===== src/design/spgb_pkg.sv =====
package spgb_pkg;

    localparam int RotW = 52;
    localparam int AccW = 32;
    localparam logic signed [17:0] HalfPi = 18'sd102944;

    typedef enum logic [2:0] {
        REG_ORIGIN_AZ = 3'd0,
        REG_ORIGIN_EL = 3'd1,
        REG_CELL_WIDTH = 3'd2,
        REG_COLUMNS = 3'd3,
        REG_ROWS = 3'd4
    } t_reg_idx;

    typedef struct packed {
        logic signed [RotW-1:0] x;
        logic signed [RotW-1:0] y;
        logic signed [AccW-1:0] acc;
    } t_rot;

    typedef struct packed {
        t_rot az;
        t_rot el;
        logic [63:0] rad;
        logic [63:0] res;
        logic signed [17:0] faz;
        logic signed [17:0] fel;
        logic zf;
    } t_cell;

    typedef struct packed {
        logic [17:0] dvd_c;
        logic [17:0] rem_c;
        logic [17:0] q_c;
        logic [17:0] dvd_r;
        logic [17:0] rem_r;
        logic [17:0] q_r;
        logic signed [17:0] az;
        logic signed [17:0] el;
        logic [31:0] radial;
        logic zf;
    } t_div;

    // atan(2^-i) in Q2.30
    function automatic logic signed [AccW-1:0] atan_q30(input int i);
        logic signed [AccW-1:0] v;
        case (i)
            0: v = 32'sd843314857;
            1: v = 32'sd497837829;
            2: v = 32'sd263043837;
            3: v = 32'sd133525159;
            4: v = 32'sd67021687;
            5: v = 32'sd33543516;
            6: v = 32'sd16775851;
            7: v = 32'sd8388437;
            8: v = 32'sd4194283;
            9: v = 32'sd2097149;
            10: v = 32'sd1048576;
            default: v = (i <= 30) ? (32'sd1 <<< (30 - i)) : 32'sd0;
        endcase
        return v;
    endfunction

    function automatic t_rot rot_step(input t_rot a, input int sh);
        t_rot r;
        logic signed [RotW-1:0] xs;
        logic signed [RotW-1:0] ys;
        xs = a.x >>> sh;
        ys = a.y >>> sh;
        r = a;
        if (!a.y[RotW-1]) begin
            r.x = a.x + ys;
            r.y = a.y - xs;
            r.acc = a.acc + atan_q30(sh);
        end else begin
            r.x = a.x - ys;
            r.y = a.y + xs;
            r.acc = a.acc - atan_q30(sh);
        end
        return r;
    endfunction

endpackage


===== src/design/spgb_div_cell.sv =====
module spgb_div_cell (
    input  logic i_clk,
    input  logic i_rst_n,
    input  logic i_en,
    input  logic i_valid,
    input  logic [17:0] i_width,
    input  spgb_pkg::t_div i_d,
    output logic o_valid,
    output spgb_pkg::t_div o_d
);
    import spgb_pkg::*;

    t_div n_d, r_d;
    logic r_v;
    logic [18:0] w_pc, w_pr;

    // one restoring quotient bit per lane
    always_comb begin
        n_d = i_d;
        w_pc = {i_d.rem_c, i_d.dvd_c[17]};
        w_pr = {i_d.rem_r, i_d.dvd_r[17]};
        n_d.dvd_c = i_d.dvd_c << 1;
        n_d.dvd_r = i_d.dvd_r << 1;
        if (w_pc >= {1'b0, i_width}) begin
            n_d.rem_c = 18'(w_pc - {1'b0, i_width});
            n_d.q_c = {i_d.q_c[16:0], 1'b1};
        end else begin
            n_d.rem_c = w_pc[17:0];
            n_d.q_c = {i_d.q_c[16:0], 1'b0};
        end
        if (w_pr >= {1'b0, i_width}) begin
            n_d.rem_r = 18'(w_pr - {1'b0, i_width});
            n_d.q_r = {i_d.q_r[16:0], 1'b1};
        end else begin
            n_d.rem_r = w_pr[17:0];
            n_d.q_r = {i_d.q_r[16:0], 1'b0};
        end
    end

    always_ff @(posedge i_clk) begin
        if (!i_rst_n) begin
            r_v <= 1'b0;
        end else if (i_en) begin
            r_v <= i_valid;
        end
    end

    always_ff @(posedge i_clk) begin
        if (i_en) begin
            r_d <= n_d;
        end
    end

    assign o_valid = r_v;
    assign o_d = r_d;
endmodule


===== config.mk =====
export PLATFORM = sky130hd
export DESIGN_NAME = spgb_div_cell
export DESIGN_NICKNAME = d
export VERILOG_FILES = /design/src/design/spgb_pkg.sv /design/src/design/spgb_div_cell.sv
export SDC_FILE = /design/constraint.sdc
export NUM_CORES = 1
export LEC_CHECK = 0
export BUFFER_PORTS_ARGS = -buffer_cell sky130_fd_sc_hd__buf_2
export CAP_MARGIN = 10
export CORE_AREA = 2 2 145 147
export DETAILED_ROUTE_END_ITERATION = 12
export DIE_AREA = 0 0 147 149
export PLACE_DENSITY = 0.68
export SLEW_MARGIN = 20
export SYNTH_ARGS = -nofsm -noshare
export SYNTH_HDL_FRONTEND = slang
export SYNTH_SLANG_ARGS = --single-unit

===== constraint.sdc =====
create_clock -name i_clk -period 2.83 [get_ports i_clk]
set_input_delay 0.1415 -clock i_clk [delete_from_list [all_inputs] [get_ports i_clk]]
set_output_delay 0.1415 -clock i_clk [all_outputs]
set_load 0.02 [all_outputs]

==> impl_metrics.csv <==
group,metric,value,unit
global_routing,track_usage,23.3,%
yosys,ys_ff_latch,176,
critical_path,cp-start-kind,"primary input",
run_status,outcome,"finished clean",
sta,slew_violations,0,
sta,finalSetupViolCount,0,
pwr,p_total,7140,uW
global_routing,grt_pass1_vias,6245,
route,avgRoutedWirePerCell,20.0,um
critical_path,path_buf_inv,3,
critical_path,worst_ep_required_time,3010,ps
cts,tritoncts,"built",
critical_path,worstReg2RegStart,"o_valid",
cts,clk_pin_slew,80,ps
yosys,synth_warnings,0,
floorplan,core_area,20600,sq um
route,first_iter_violations,353,
layout,layout.nets,1278,
run,cap_violations,0,
global_routing,globalRouteOverflowTotal,0,
cts,cts-root-buf,"clkbuf_16",
layout,area.growth.synth_to_final,55.0,%
yosys,synthCells,509,
yosys,synth_cell_type_count,57,
route,vias,6382,
critical_path,crit_start,"i_d[122]",
placement,place_worst_setup_slack,115,ps
sta,worst_hold_slack,26.7,ps
route,wl,26700,um
global_routing,grt_start_max_net_pins,72,
pwr,p_leak,0.00523,uW
route,route.detailed.drc,0,
floorplan,die_y,149,um
yosys,synth_flop_cell,"edfxtp_1",
cts,h-tree-depth,4,
route,ant_nets,0,
cts,clock_path_buffers,2,
pwr,peakVddDrop,352,uV
floorplan,rows,53,
yosys,synth-async-reset-ratio,0,%
placement,gp_congestion,0.873,
critical_path,crit_family,"compound AO/OA/AOI/OAI gates",
critical_path,worstPathCellList,"buf_2 -> inv_1 -> ha_1 -> inv_1 -> fa_1 -> a211oi_1 -> nor2_1 -> o22ai_2 -> o21ai_1 -> a221oi_1 -> xnor2_1 -> mux2_4",
critical_path,end_kind,"register",
sta,fin_skew,0,ps
floorplan,num_io_pins,377,
sta,rsz0062_at_grt,"false",
placement,io_buffers,372,
cts,cts.sinks,176,
yosys,synth_area,7710,sq um
layout,nFillCells,1674,
layout,ff_latch_area,5280,sq um
sta,tightest_slew,747,ps
global_routing,grt_pass1_wl,37400,um
sta,timing.fmax,431,MHz
sta,finalSetupTns,0,ps
sta,worst_slack,512,ps
critical_path,max_stage_delay,410,ps
global_routing,grt_antenna_before_repair,4,
critical_path,crit_path_frequent_cell,"inv_1",
layout,multi_input_area,2210,sq um
route,dr.pass1.iters,5,
yosys,synth-edff-count,175,
sta,max_slew_margin,48.9,%
layout,final_cell_mix,"371 x buf_2, 175 x edfxtp_1, 139 x dlygate4sd3_1, 36 x ha_1, 31 x nand2_1",
floorplan,start_util,37.5,%
pwr,pwr_density_cell,597,nW/um^2
placement,hpwl,18700,um
floorplan,die_w,147,um
route,vias_per_cell,4.79,
sta,fin_crit_sh,81.9,%
sta,hold_viol,0,
min_path,min_from,"i_d[154]",
critical_path,slowest_stage,"fa_1",
critical_path,r2r_slack,1680,ps
layout,fin_util,58.2,%
yosys,avgSynthCellArea,15.2,sq um
cts,postCtsSetupBuffers,0,
min_path,min_path_type,"primary input to register",
cts,numCtsBuffers,17,
critical_path,critPathMaxFanout,3,
critical_path,crit_type,"primary input to register",
layout,final_common_cell,"buf_2",
yosys,ys_seq_area_share,68.4,%
floorplan,dieArea,21900,sq um
sta,layout_min_cycle_time,2320,ps
cts,clk-insertion-delay-late,420,ps
critical_path,cp.arrival,2500,ps
layout,drive_above_1_share,42.3,%
cell type report:
type | instances | share of cell area (%)
clock buffers | 17 | 3.56
flip-flops and latches | 176 | 44.1
clock inverters | 15 | 1.22
repair buffers | 527 | 28.7
diodes | 2 | 0.0419
multi-input cells | 288 | 18.5
inverters | 31 | 0.973
well taps | 275 | 2.88
cell usage after synthesis, types with 9 or more instances:
library cell    n  share of area [%]
ha_1           36                5.8
xnor2_1        19                2.2
nand2_1        31                1.5
o21a_1          9               0.88
nor2_1         20               0.97
inv_1          30                1.5
a21oi_1        23                1.5
o21ai_0        28                1.8
edfxtp_1      175                 68
mux2_4          9                1.8
a21o_1         15                1.5
mux2_2          9                1.3
cells by family after synthesis:
family | Yosys count | share of synthesized area [%]
buffers and inverters | 46 | 2.94
muxes | 21 | 3.46
AOI/OAI and AO/OA | 119 | 10.8
DFF | 176 | 68.4
xor gates and xnor gates | 27 | 3.07
adders and majority gates | 38 | 6.36
other | 1 | 0.0486
and+or+nand+nor | 81 | 4.92
power by group:
group / switching [uW] / internal (uW) / total, uW
combinational: 922 / 683 / 1610
clock: 1140 / 1170 / 2310
sequential: 66.3 / 3160 / 3230
stage by stage:
step	std cells	cell area (sq um)
detailed placement	1158	9990
global placement	1158	9990
finish	1331	12000
CTS	1329	12000
global route	1330	12000
floorplan	510	7720
path summary, 6_finish.rpt:
check / cells past startpoint / to
worst max register to register: 3 / o_valid
worst min register to register: 3 / o_valid
worst min-delay path: 3 / o_d[155]
worst max-delay path: 12 / o_d[103]
state kept, by name, summed over array words and instances (netlist names):
name and cells:
o_d 175, o_valid 1
tightest hold or removal path, delay by kind of cell:
kind / cells / cell delay (ps)
buf+inv: 1 / 90
simple gates: 1 / 40
compound gates: 1 / 70
metal layers:
metal	wire, um	global-route usage, %	vias to the layer above
li1	-	-	3011
met2	13200	40.0	280
met1	11000	28.3	3036
met4	1000	10.1	4
met5	24	0	-
met3	1430	5.14	51
timing repair:
action | in CTS | in global routing
endpoints found under the hold margin | 138 | 0
hold buffers | 139 | 0
endpoints found under the setup margin | 0 | 0
resized for setup | 0 | 0
Note: power is estimated with default switching activity, not from simulation.
