## config.mk

```make
export PLATFORM = sky130hd
export DESIGN_NAME = spgb_cell
export DESIGN_NICKNAME = d
export VERILOG_FILES = /design/src/design/spgb_pkg.sv /design/src/design/spgb_cell.sv
export SDC_FILE = /design/constraint.sdc
export NUM_CORES = 1
export LEC_CHECK = 0
export BUFFER_PORTS_ARGS = -buffer_cell sky130_fd_sc_hd__buf_2
export CORE_AREA = 2 2 343 345
export CTS_CLUSTER_SIZE = 28
export DETAILED_ROUTE_END_ITERATION = 10
export DIE_AREA = 0 0 345 347
export GPL_TIMING_DRIVEN = 0
export PLACE_DENSITY = 0.57
export SLEW_MARGIN = 20
export SYNTH_ARGS = -nofsm -noshare
export SYNTH_HDL_FRONTEND = slang
export SYNTH_SLANG_ARGS = --single-unit
```

## constraint.sdc

```tcl
create_clock -name i_clk -period 6.5 [get_ports i_clk]
set_clock_uncertainty 0.15 [all_clocks]
set_input_delay 0.325 -clock i_clk [delete_from_list [all_inputs] [get_ports i_clk]]
set_output_delay 0.325 -clock i_clk [all_outputs]
set_load 0.01 [all_outputs]
```

## src/design/spgb_pkg.sv

```systemverilog
package spgb_pkg;

    localparam int RotW = 52;
    localparam int AccW = 32;
    localparam logic signed [17:0] HalfPi = 18'sd102944;

    typedef enum logic [2:0] {
        REG_ORIGIN_AZ = 3'd0,
        REG_ORIGIN_EL = 3'd1,
        REG_CELL_WIDTH = 3'd2,
        REG_COLUMNS = 3'd3,
        REG_ROWS = 3'd4
    } t_reg_idx;

    typedef struct packed {
        logic signed [RotW-1:0] x;
        logic signed [RotW-1:0] y;
        logic signed [AccW-1:0] acc;
    } t_rot;

    typedef struct packed {
        t_rot az;
        t_rot el;
        logic [63:0] rad;
        logic [63:0] res;
        logic signed [17:0] faz;
        logic signed [17:0] fel;
        logic zf;
    } t_cell;

    typedef struct packed {
        logic [17:0] dvd_c;
        logic [17:0] rem_c;
        logic [17:0] q_c;
        logic [17:0] dvd_r;
        logic [17:0] rem_r;
        logic [17:0] q_r;
        logic signed [17:0] az;
        logic signed [17:0] el;
        logic [31:0] radial;
        logic zf;
    } t_div;

    // atan(2^-i) in Q2.30
    function automatic logic signed [AccW-1:0] atan_q30(input int i);
        logic signed [AccW-1:0] v;
        case (i)
            0: v = 32'sd843314857;
            1: v = 32'sd497837829;
            2: v = 32'sd263043837;
            3: v = 32'sd133525159;
            4: v = 32'sd67021687;
            5: v = 32'sd33543516;
            6: v = 32'sd16775851;
            7: v = 32'sd8388437;
            8: v = 32'sd4194283;
            9: v = 32'sd2097149;
            10: v = 32'sd1048576;
            default: v = (i <= 30) ? (32'sd1 <<< (30 - i)) : 32'sd0;
        endcase
        return v;
    endfunction

    function automatic t_rot rot_step(input t_rot a, input int sh);
        t_rot r;
        logic signed [RotW-1:0] xs;
        logic signed [RotW-1:0] ys;
        xs = a.x >>> sh;
        ys = a.y >>> sh;
        r = a;
        if (!a.y[RotW-1]) begin
            r.x = a.x + ys;
            r.y = a.y - xs;
            r.acc = a.acc + atan_q30(sh);
        end else begin
            r.x = a.x - ys;
            r.y = a.y + xs;
            r.acc = a.acc - atan_q30(sh);
        end
        return r;
    endfunction

endpackage

```

## src/design/spgb_cell.sv

```systemverilog
module spgb_cell #(
    parameter int Idx = 0,
    parameter int Steps = 20
) (
    input  logic i_clk,
    input  logic i_rst_n,
    input  logic i_en,
    input  logic i_valid,
    input  spgb_pkg::t_cell i_d,
    output logic o_valid,
    output spgb_pkg::t_cell o_d
);
    import spgb_pkg::*;

    localparam logic [63:0] Bit = 64'd1 << (62 - 2 * Idx);

    t_cell n_d, r_d;
    logic r_v;
    logic [63:0] w_trial;

    always_comb begin
        n_d = i_d;
        if (Idx < Steps) begin
            n_d.az = rot_step(i_d.az, Idx);
            n_d.el = rot_step(i_d.el, Idx);
        end
        w_trial = i_d.res + Bit;
        if (i_d.rad >= w_trial) begin
            n_d.rad = i_d.rad - w_trial;
            n_d.res = (i_d.res >> 1) + Bit;
        end else begin
            n_d.res = i_d.res >> 1;
        end
    end

    always_ff @(posedge i_clk) begin
        if (!i_rst_n) begin
            r_v <= 1'b0;
        end else if (i_en) begin
            r_v <= i_valid;
        end
    end

    always_ff @(posedge i_clk) begin
        if (i_en) begin
            r_d <= n_d;
        end
    end

    assign o_valid = r_v;
    assign o_d = r_d;
endmodule

```

==> results of run 1 <==
[sequential cells by signal, indices dropped and copies added (netlist names)]
signal / count
o_valid: 1
o_d: 435
[worst register-to-register path: stages, from the launching register on]
cell and delay [ns]:
dfxtp_1 0.31, mux2i_1 0.12, nor2b_1 0.06, dlygate4sd3_1 0.54
[cells by family (layout without fill, tap and decap cells)]
logic type	after synthesis	after routing	share of synthesized area
and+or+nand+nor	1065	1065	0.1271
DFF	436	436	0.3319
adders and majority gates	461	461	0.1480
AOI/OAI and AO/OA	1471	1471	0.2338
buffers and inverters	610	1781	0.06078
xor gates and xnor gates	315	315	0.06998
other	0	22	0
muxes	105	105	0.02837
[power groups by stage]
stage          Combinational, mW  Clock [mW]  Sequential (mW)
3_3_place_gp                3.99           0             3.86
3_5_place_dp                3.98           0             3.82
6_report                    4.18        2.97             3.77
5_1_grt                     4.48        3.14             3.81
4_1_cts                     4.12        3.04             3.78
2_1_floorplan               2.11           0             4.03
[metrics by stage]
step | worst slack, ns | hold WS (ns) | TNS [ns] | cell area [µm²]
after floorplan | 1.883 | 0.2739 | 0 | 39420
after detailed placement | 0.7665 | 0.3533 | 0 | 45890
after global placement | -2.038 | 0.3512 | -789.57 | 45720
after CTS | 0.9430 | 0.0001506 | 0 | 49490
final | 0.7931 | 0.03808 | 0 | 49540
after global routing | 0.5417 | 0.02636 | 0 | 49520
[worst min path at each step]
| stage | slack, ns | from | to |
|---|---|---|---|
| 5_1_grt | 0.03 | i_d[305] | o_d[305] |
| 2_1_floorplan | 0.27 | i_d[0] | o_d[0] |
| 4_1_cts | 0.0002 | i_d[320] | o_d[320] |
| 6_report | 0.04 | i_d[190] | o_d[190] |
| 3_5_place_dp | 0.35 | i_d[13] | o_d[13] |
| 3_3_place_gp | 0.35 | i_d[8] | o_d[8] |
[per-layer routing]
layer	routed length (µm)	part of all wire
met5	219	0.0012
met4	7013	0.040
met3	15480	0.088
met2	82330	0.47
met1	70570	0.40
[cell type report]
type | count | area [µm²] | share of cell area
repair buffers | 1077 | 6486 | 0.1309
multi-input cells | 3417 | 23940 | 0.4833
diodes | 22 | 55.05 | 0.001111
clock inverters | 34 | 317.8 | 0.006415
well taps | 1524 | 1907 | 0.03849
clock buffers | 60 | 1353 | 0.02730
plain buffers | 186 | 808.3 | 0.01631
flip-flops and latches | 436 | 13080 | 0.2641
inverters | 424 | 1592 | 0.03212
[repair_timing]
action | CTS | global route
hold endpoints to repair | 191 | 0
gates resized for setup | 0 | 0
hold buffers | 193 | 0
[cells in the final DEF (no fill, tap or decap), types with 54 or more instances in the layout]
| master | instances |
|---|---|
| xor2_1 | 59 |
| buf_2 | 903 |
| inv_1 | 411 |
| ha_1 | 452 |
| a21oi_1 | 555 |
| a21o_1 | 140 |
| nor3_1 | 63 |
| edfxtp_1 | 435 |
| o21ai_0 | 284 |
| nand3_1 | 54 |
| o21bai_1 | 133 |
| nand4_1 | 72 |
| nand2b_1 | 54 |
| clkbuf_1 | 132 |
| xnor2_1 | 256 |
| nand2_1 | 276 |
| dlygate4sd3_1 | 193 |
| nor2_1 | 354 |
==> flow_summary.ini, run 1 <==
[floorplan]
initial_core_util = 0.3406
io_pins = 879
die_h_um = 347
die_w_um = 345
core_mm2 = 0.1157
fp-row-count = 125
die-area_mm2 = 0.1197

[power_and_ir_drop]
p_total_mw = 10.92
p_leak_nw = 22.01
p_int_mw = 6.832
switchingPower_mw = 4.088
cellPowerDensity_mw_per_mm2 = 220.4
combPwrFrac = 0.383
ir_drop_mv = 0.2000
switching_share = 0.3744
power.share.clock = 0.272
power_frac_seq = 0.345

[hold_path]
hold-path-cell-count = 3
hold_path.class = in2reg

[setup_path]
worst_setup_path_start_kind = primary input
crit_chain = buf_2, clkbuf_1, inv_1, buf_1, clkbuf_2, buf_12, ha_1, o21a_1, o211ai_1, nor2_1, a21oi_2, a211oi_1, or4_1, a31oi_1, o21bai_1, a221o_1, a221o_1, a21oi_2, xnor2_1, dlygate4sd3_1
cp_data_arrival_time_ns = 5.98
worstSetupPathType = in2reg
critPathSlowestCell = buf_1
required_ns = 6.77
r2r_cells = 3
slowest_delay_ns = 0.67
cp.depth = 20
path_buf_inv = 7
worst-path-max-fanout = 22
startpoint = i_d[384]
reg2reg_from = o_valid
end_kind = register
cpLargestDelayFamily = buffers and inverters
crit_end = o_d[332]
reg2reg_to = o_valid
r2r_slack_ns = 5.21

[sta]
tightest_slew_ns = 1.207
layout_min_cycle_time_ns = 5.707
finalHoldViolCount = 0
maxSlewViolCount = 0
fmax_mhz = 175.2
min_period_over_period = 0.8780
rsz0062_at_grt = no
slew_headroom = 0.1850
setup_viol = 0

[clock_network]
root_buffer = clkbuf_16
htree_levels = 2
clock_latency_ns = 0.65
cts_made_buffers = 53
clock_path_buffers = 3
clk_pin_slew_ns = 0.06
postCtsSetupRepairBufs = 0
cts_tree = done
cts.sinks = 436

[final_layout]
final_cells = 7180
syn2layout_area_growth_pct = 25.68
fin_util = 0.4281
final_layout_size_suffix_gt1_frac = 0.1956
fillers = 11745
nets = 6497

[logic_synthesis]
synth_most_common_cell = a21oi_1
synth_top_area_cell = edfxtp_1
synth-edff-count = 435
synthCells = 4463
ys_ff_latch = 436
synth_top_flop_cell = edfxtp_1
synthTopCellsByCount = 555 x a21oi_1, 452 x ha_1, 435 x edfxtp_1, 411 x inv_1, 354 x nor2_1
synth_top_area_share = 0.3314
yosys_warnings = 0
syn_area_mm2 = 0.03942
ys_seq_area_frac = 0.3319
avgSynthCellArea_um2 = 8.833
syn_nets = 5365
synth_cell_types = 99
synth_area_leaders = edfxtp_1 33%, ha_1 14%, a21oi_1 7.0%
synthArstFlopShare = 0

[global_routing]
grt_pass1_wl_um = 253500
met1_usage = 0.3503
first_global_vias = 38321
grt_max_degree = 101
grt.overflow.total = 0
grt-busiest-layer = met2
met3_usage = 0.06707
grtUsageMet2 = 0.4678
grt_use_total = 0.2799
antenna_found_initial = 54

[placement]
place.gp.congestion = 0.9904
dp_hpwl_um = 144100
portBuffers = 878
post-place-cells = 6871

[flow_run]
drv_cap = 0

[drt]
route.detailed.drc = 0
drt-initial-drc-count = 3960
via_per_inst = 5.484
ant_nets = 0
firstDrtPassIters = 6
totalWireLength_um = 175600
wl_per_cell_um = 24.46
vias = 39372

[outcome]
status = finished, final reports clean
No activity file was read; power rests on OpenSTA's default activity.
==> run 2: changes to the inputs <==
Settings changed: ABC_AREA from default to 0, RECOVER_POWER from default to 100.
==> flow_summary.ini, run 2 (same netlist as run 1, synthesis figures left out) <==
[drt]
drt-initial-drc-count = 3922
route.detailed.drc = 0
totalWireLength_um = 175800
route.met2.wl_um = 82170
vias = 39412
via_per_inst = 5.491
ant_nets = 0
wl_per_cell_um = 24.50
dr_wl_met3_um = 15250
wl_met1_um = 70890
firstDrtPassIters = 6
highest_layer = met5

[hold_path]
hold_path.class = in2reg

[setup_path]
worst-path-max-fanout = 22
required_ns = 6.77
worst_setup_path_start_kind = primary input
slowest_delay_ns = 0.63
cp_data_arrival_time_ns = 6.20
worstSetupPathType = in2reg
crit_chain = buf_2, clkbuf_1, inv_1, clkbuf_1, clkbuf_1, buf_12, ha_1, o21a_1, o211ai_1, nor2_1, a21oi_1, a211oi_1, or4_1, a31oi_1, o21bai_1, a221o_1, a221o_1, a21oi_1, xnor2_1, dlygate4sd3_1
crit_top_cell = clkbuf_1
critPathSlowestCell = clkbuf_1
end_kind = register

[power_and_ir_drop]
power.share.clock = 0.275
combPwrFrac = 0.374
switchingPower_mw = 4.086
p_leak_nw = 20.53
power_frac_seq = 0.351
ir_drop_mv = 0.1986
cellPowerDensity_mw_per_mm2 = 221.7
p_int_mw = 6.707
switching_share = 0.3786

[sta]
min_period_over_period = 0.9126
slew_headroom = -2.628
finalHoldViolCount = 0
fmax_mhz = 168.6
hold-worst-slack_ns = 0.04065
tns_ns = 0
rsz0062_at_grt = no
setup_viol = 0
tightest_slew_ns = 5.442
maxSlewViolCount = 90
layout_min_cycle_time_ns = 5.932

[clock_network]
htree_levels = 2
root_buffer = clkbuf_16
cts.sinks = 436
cts-resized-gates = 0
clock_latency_ns = 0.65
clock_path_buffers = 3
clk_pin_slew_ns = 0.06
cts_made_buffers = 53
cts_tree = done
postCtsSetupRepairBufs = 0

[placement]
place.gp.congestion = 0.9904
portBuffers = 878
place_area_mm2 = 0.04589
post-place-cells = 6871
dp_hpwl_um = 144100

[global_routing]
first_global_vias = 38321
grt_use_total = 0.2799
grt.overflow.total = 0
grt_max_degree = 101
antenna_found_initial = 53
grt_pass1_wl_um = 253500

[final_layout]
fin_util = 0.4207
nets = 6497
final_layout_size_suffix_gt1_frac = 0.09957
final_common_cell = clkbuf_1
final_cells = 7178
syn2layout_area_growth_pct = 23.52
final_cell_area_mm2 = 0.04869
mostFrequentLayoutCells = 656 x clkbuf_1, 559 x a21oi_1, 452 x ha_1
fillers = 12037
largest_reg_flops = 435

[flow_run]
drv_cap = 1

[outcome]
violations = max-capacitance violations, max-slew violations
status = complete, but fails checks

[floorplan]
io_pins = 879
die_h_um = 347
fp-row-count = 125
initial_core_util = 0.3406
die_w_um = 345
die-area_mm2 = 0.1197
core_mm2 = 0.1157
## run 2: final timing paths
kind / from / endpoint / slack, ns / cells past startpoint
min: i_d[320] / o_d[320] / 0.04 / 3
min reg2reg: o_valid / o_valid / 0.91 / 3
max reg2reg: o_valid / o_valid / 5.21 / 3
max: i_d[384] / o_d[332] / 0.57 / 20
## run 2: final cells by class
class | instances | area (µm²) | share of cell area
Antenna cell | 20 | 50.05 | 0.001028
Buffer | 186 | 765.7 | 0.01573
Clock buffer | 60 | 1353 | 0.02778
Clock inverter | 34 | 317.8 | 0.006527
Inverter | 424 | 1592 | 0.03269
Multi-Input combinational cell | 3417 | 23800 | 0.4889
Sequential cell | 436 | 13080 | 0.2687
Tap cell | 1524 | 1907 | 0.03916
Timing Repair Buffer | 1077 | 5821 | 0.1195
## run 2: timing repair
| action | CTS | global route |
|---|---|---|
| hold buffers | 193 | 0 |
| endpoints found under the hold margin | 191 | 0 |
| setup endpoints to repair | 0 | 0 |
## run 2: through the flow
step                worst slack (ns)  power, mW
CTS                           0.9430      10.93
finish                        0.5684      10.79
detailed placement            0.7665      7.809
floorplan                      1.883      6.136
global placement              -2.038      7.847
global route                  0.2905      11.30
## run 2: critical path, delay by kind of cell
kind	cells	cell delay, ns
buffers and inverters	7	2.75
AOI/OAI and AO/OA	9	2.17
and+or+nand+nor	2	0.51
adders and majority gates	1	0.31
xor gates and xnor gates	1	0.08
## run 2: metal layers
metal  global-route usage  vias up
met5                    0        -
met4               0.1016       34
met3              0.06707      365
met2               0.4678     1828
met1               0.3503    18839
li1                     -    18346
## run 2: power by group through the flow
stage / Clock, mW / Combinational (mW) / Sequential [mW]
2_1_floorplan: 0 / 2.11 / 4.03
6_report: 2.97 / 4.04 / 3.79
3_3_place_gp: 0 / 3.99 / 3.86
3_5_place_dp: 0 / 3.98 / 3.82
4_1_cts: 3.04 / 4.12 / 3.78
5_1_grt: 3.14 / 4.33 / 3.83
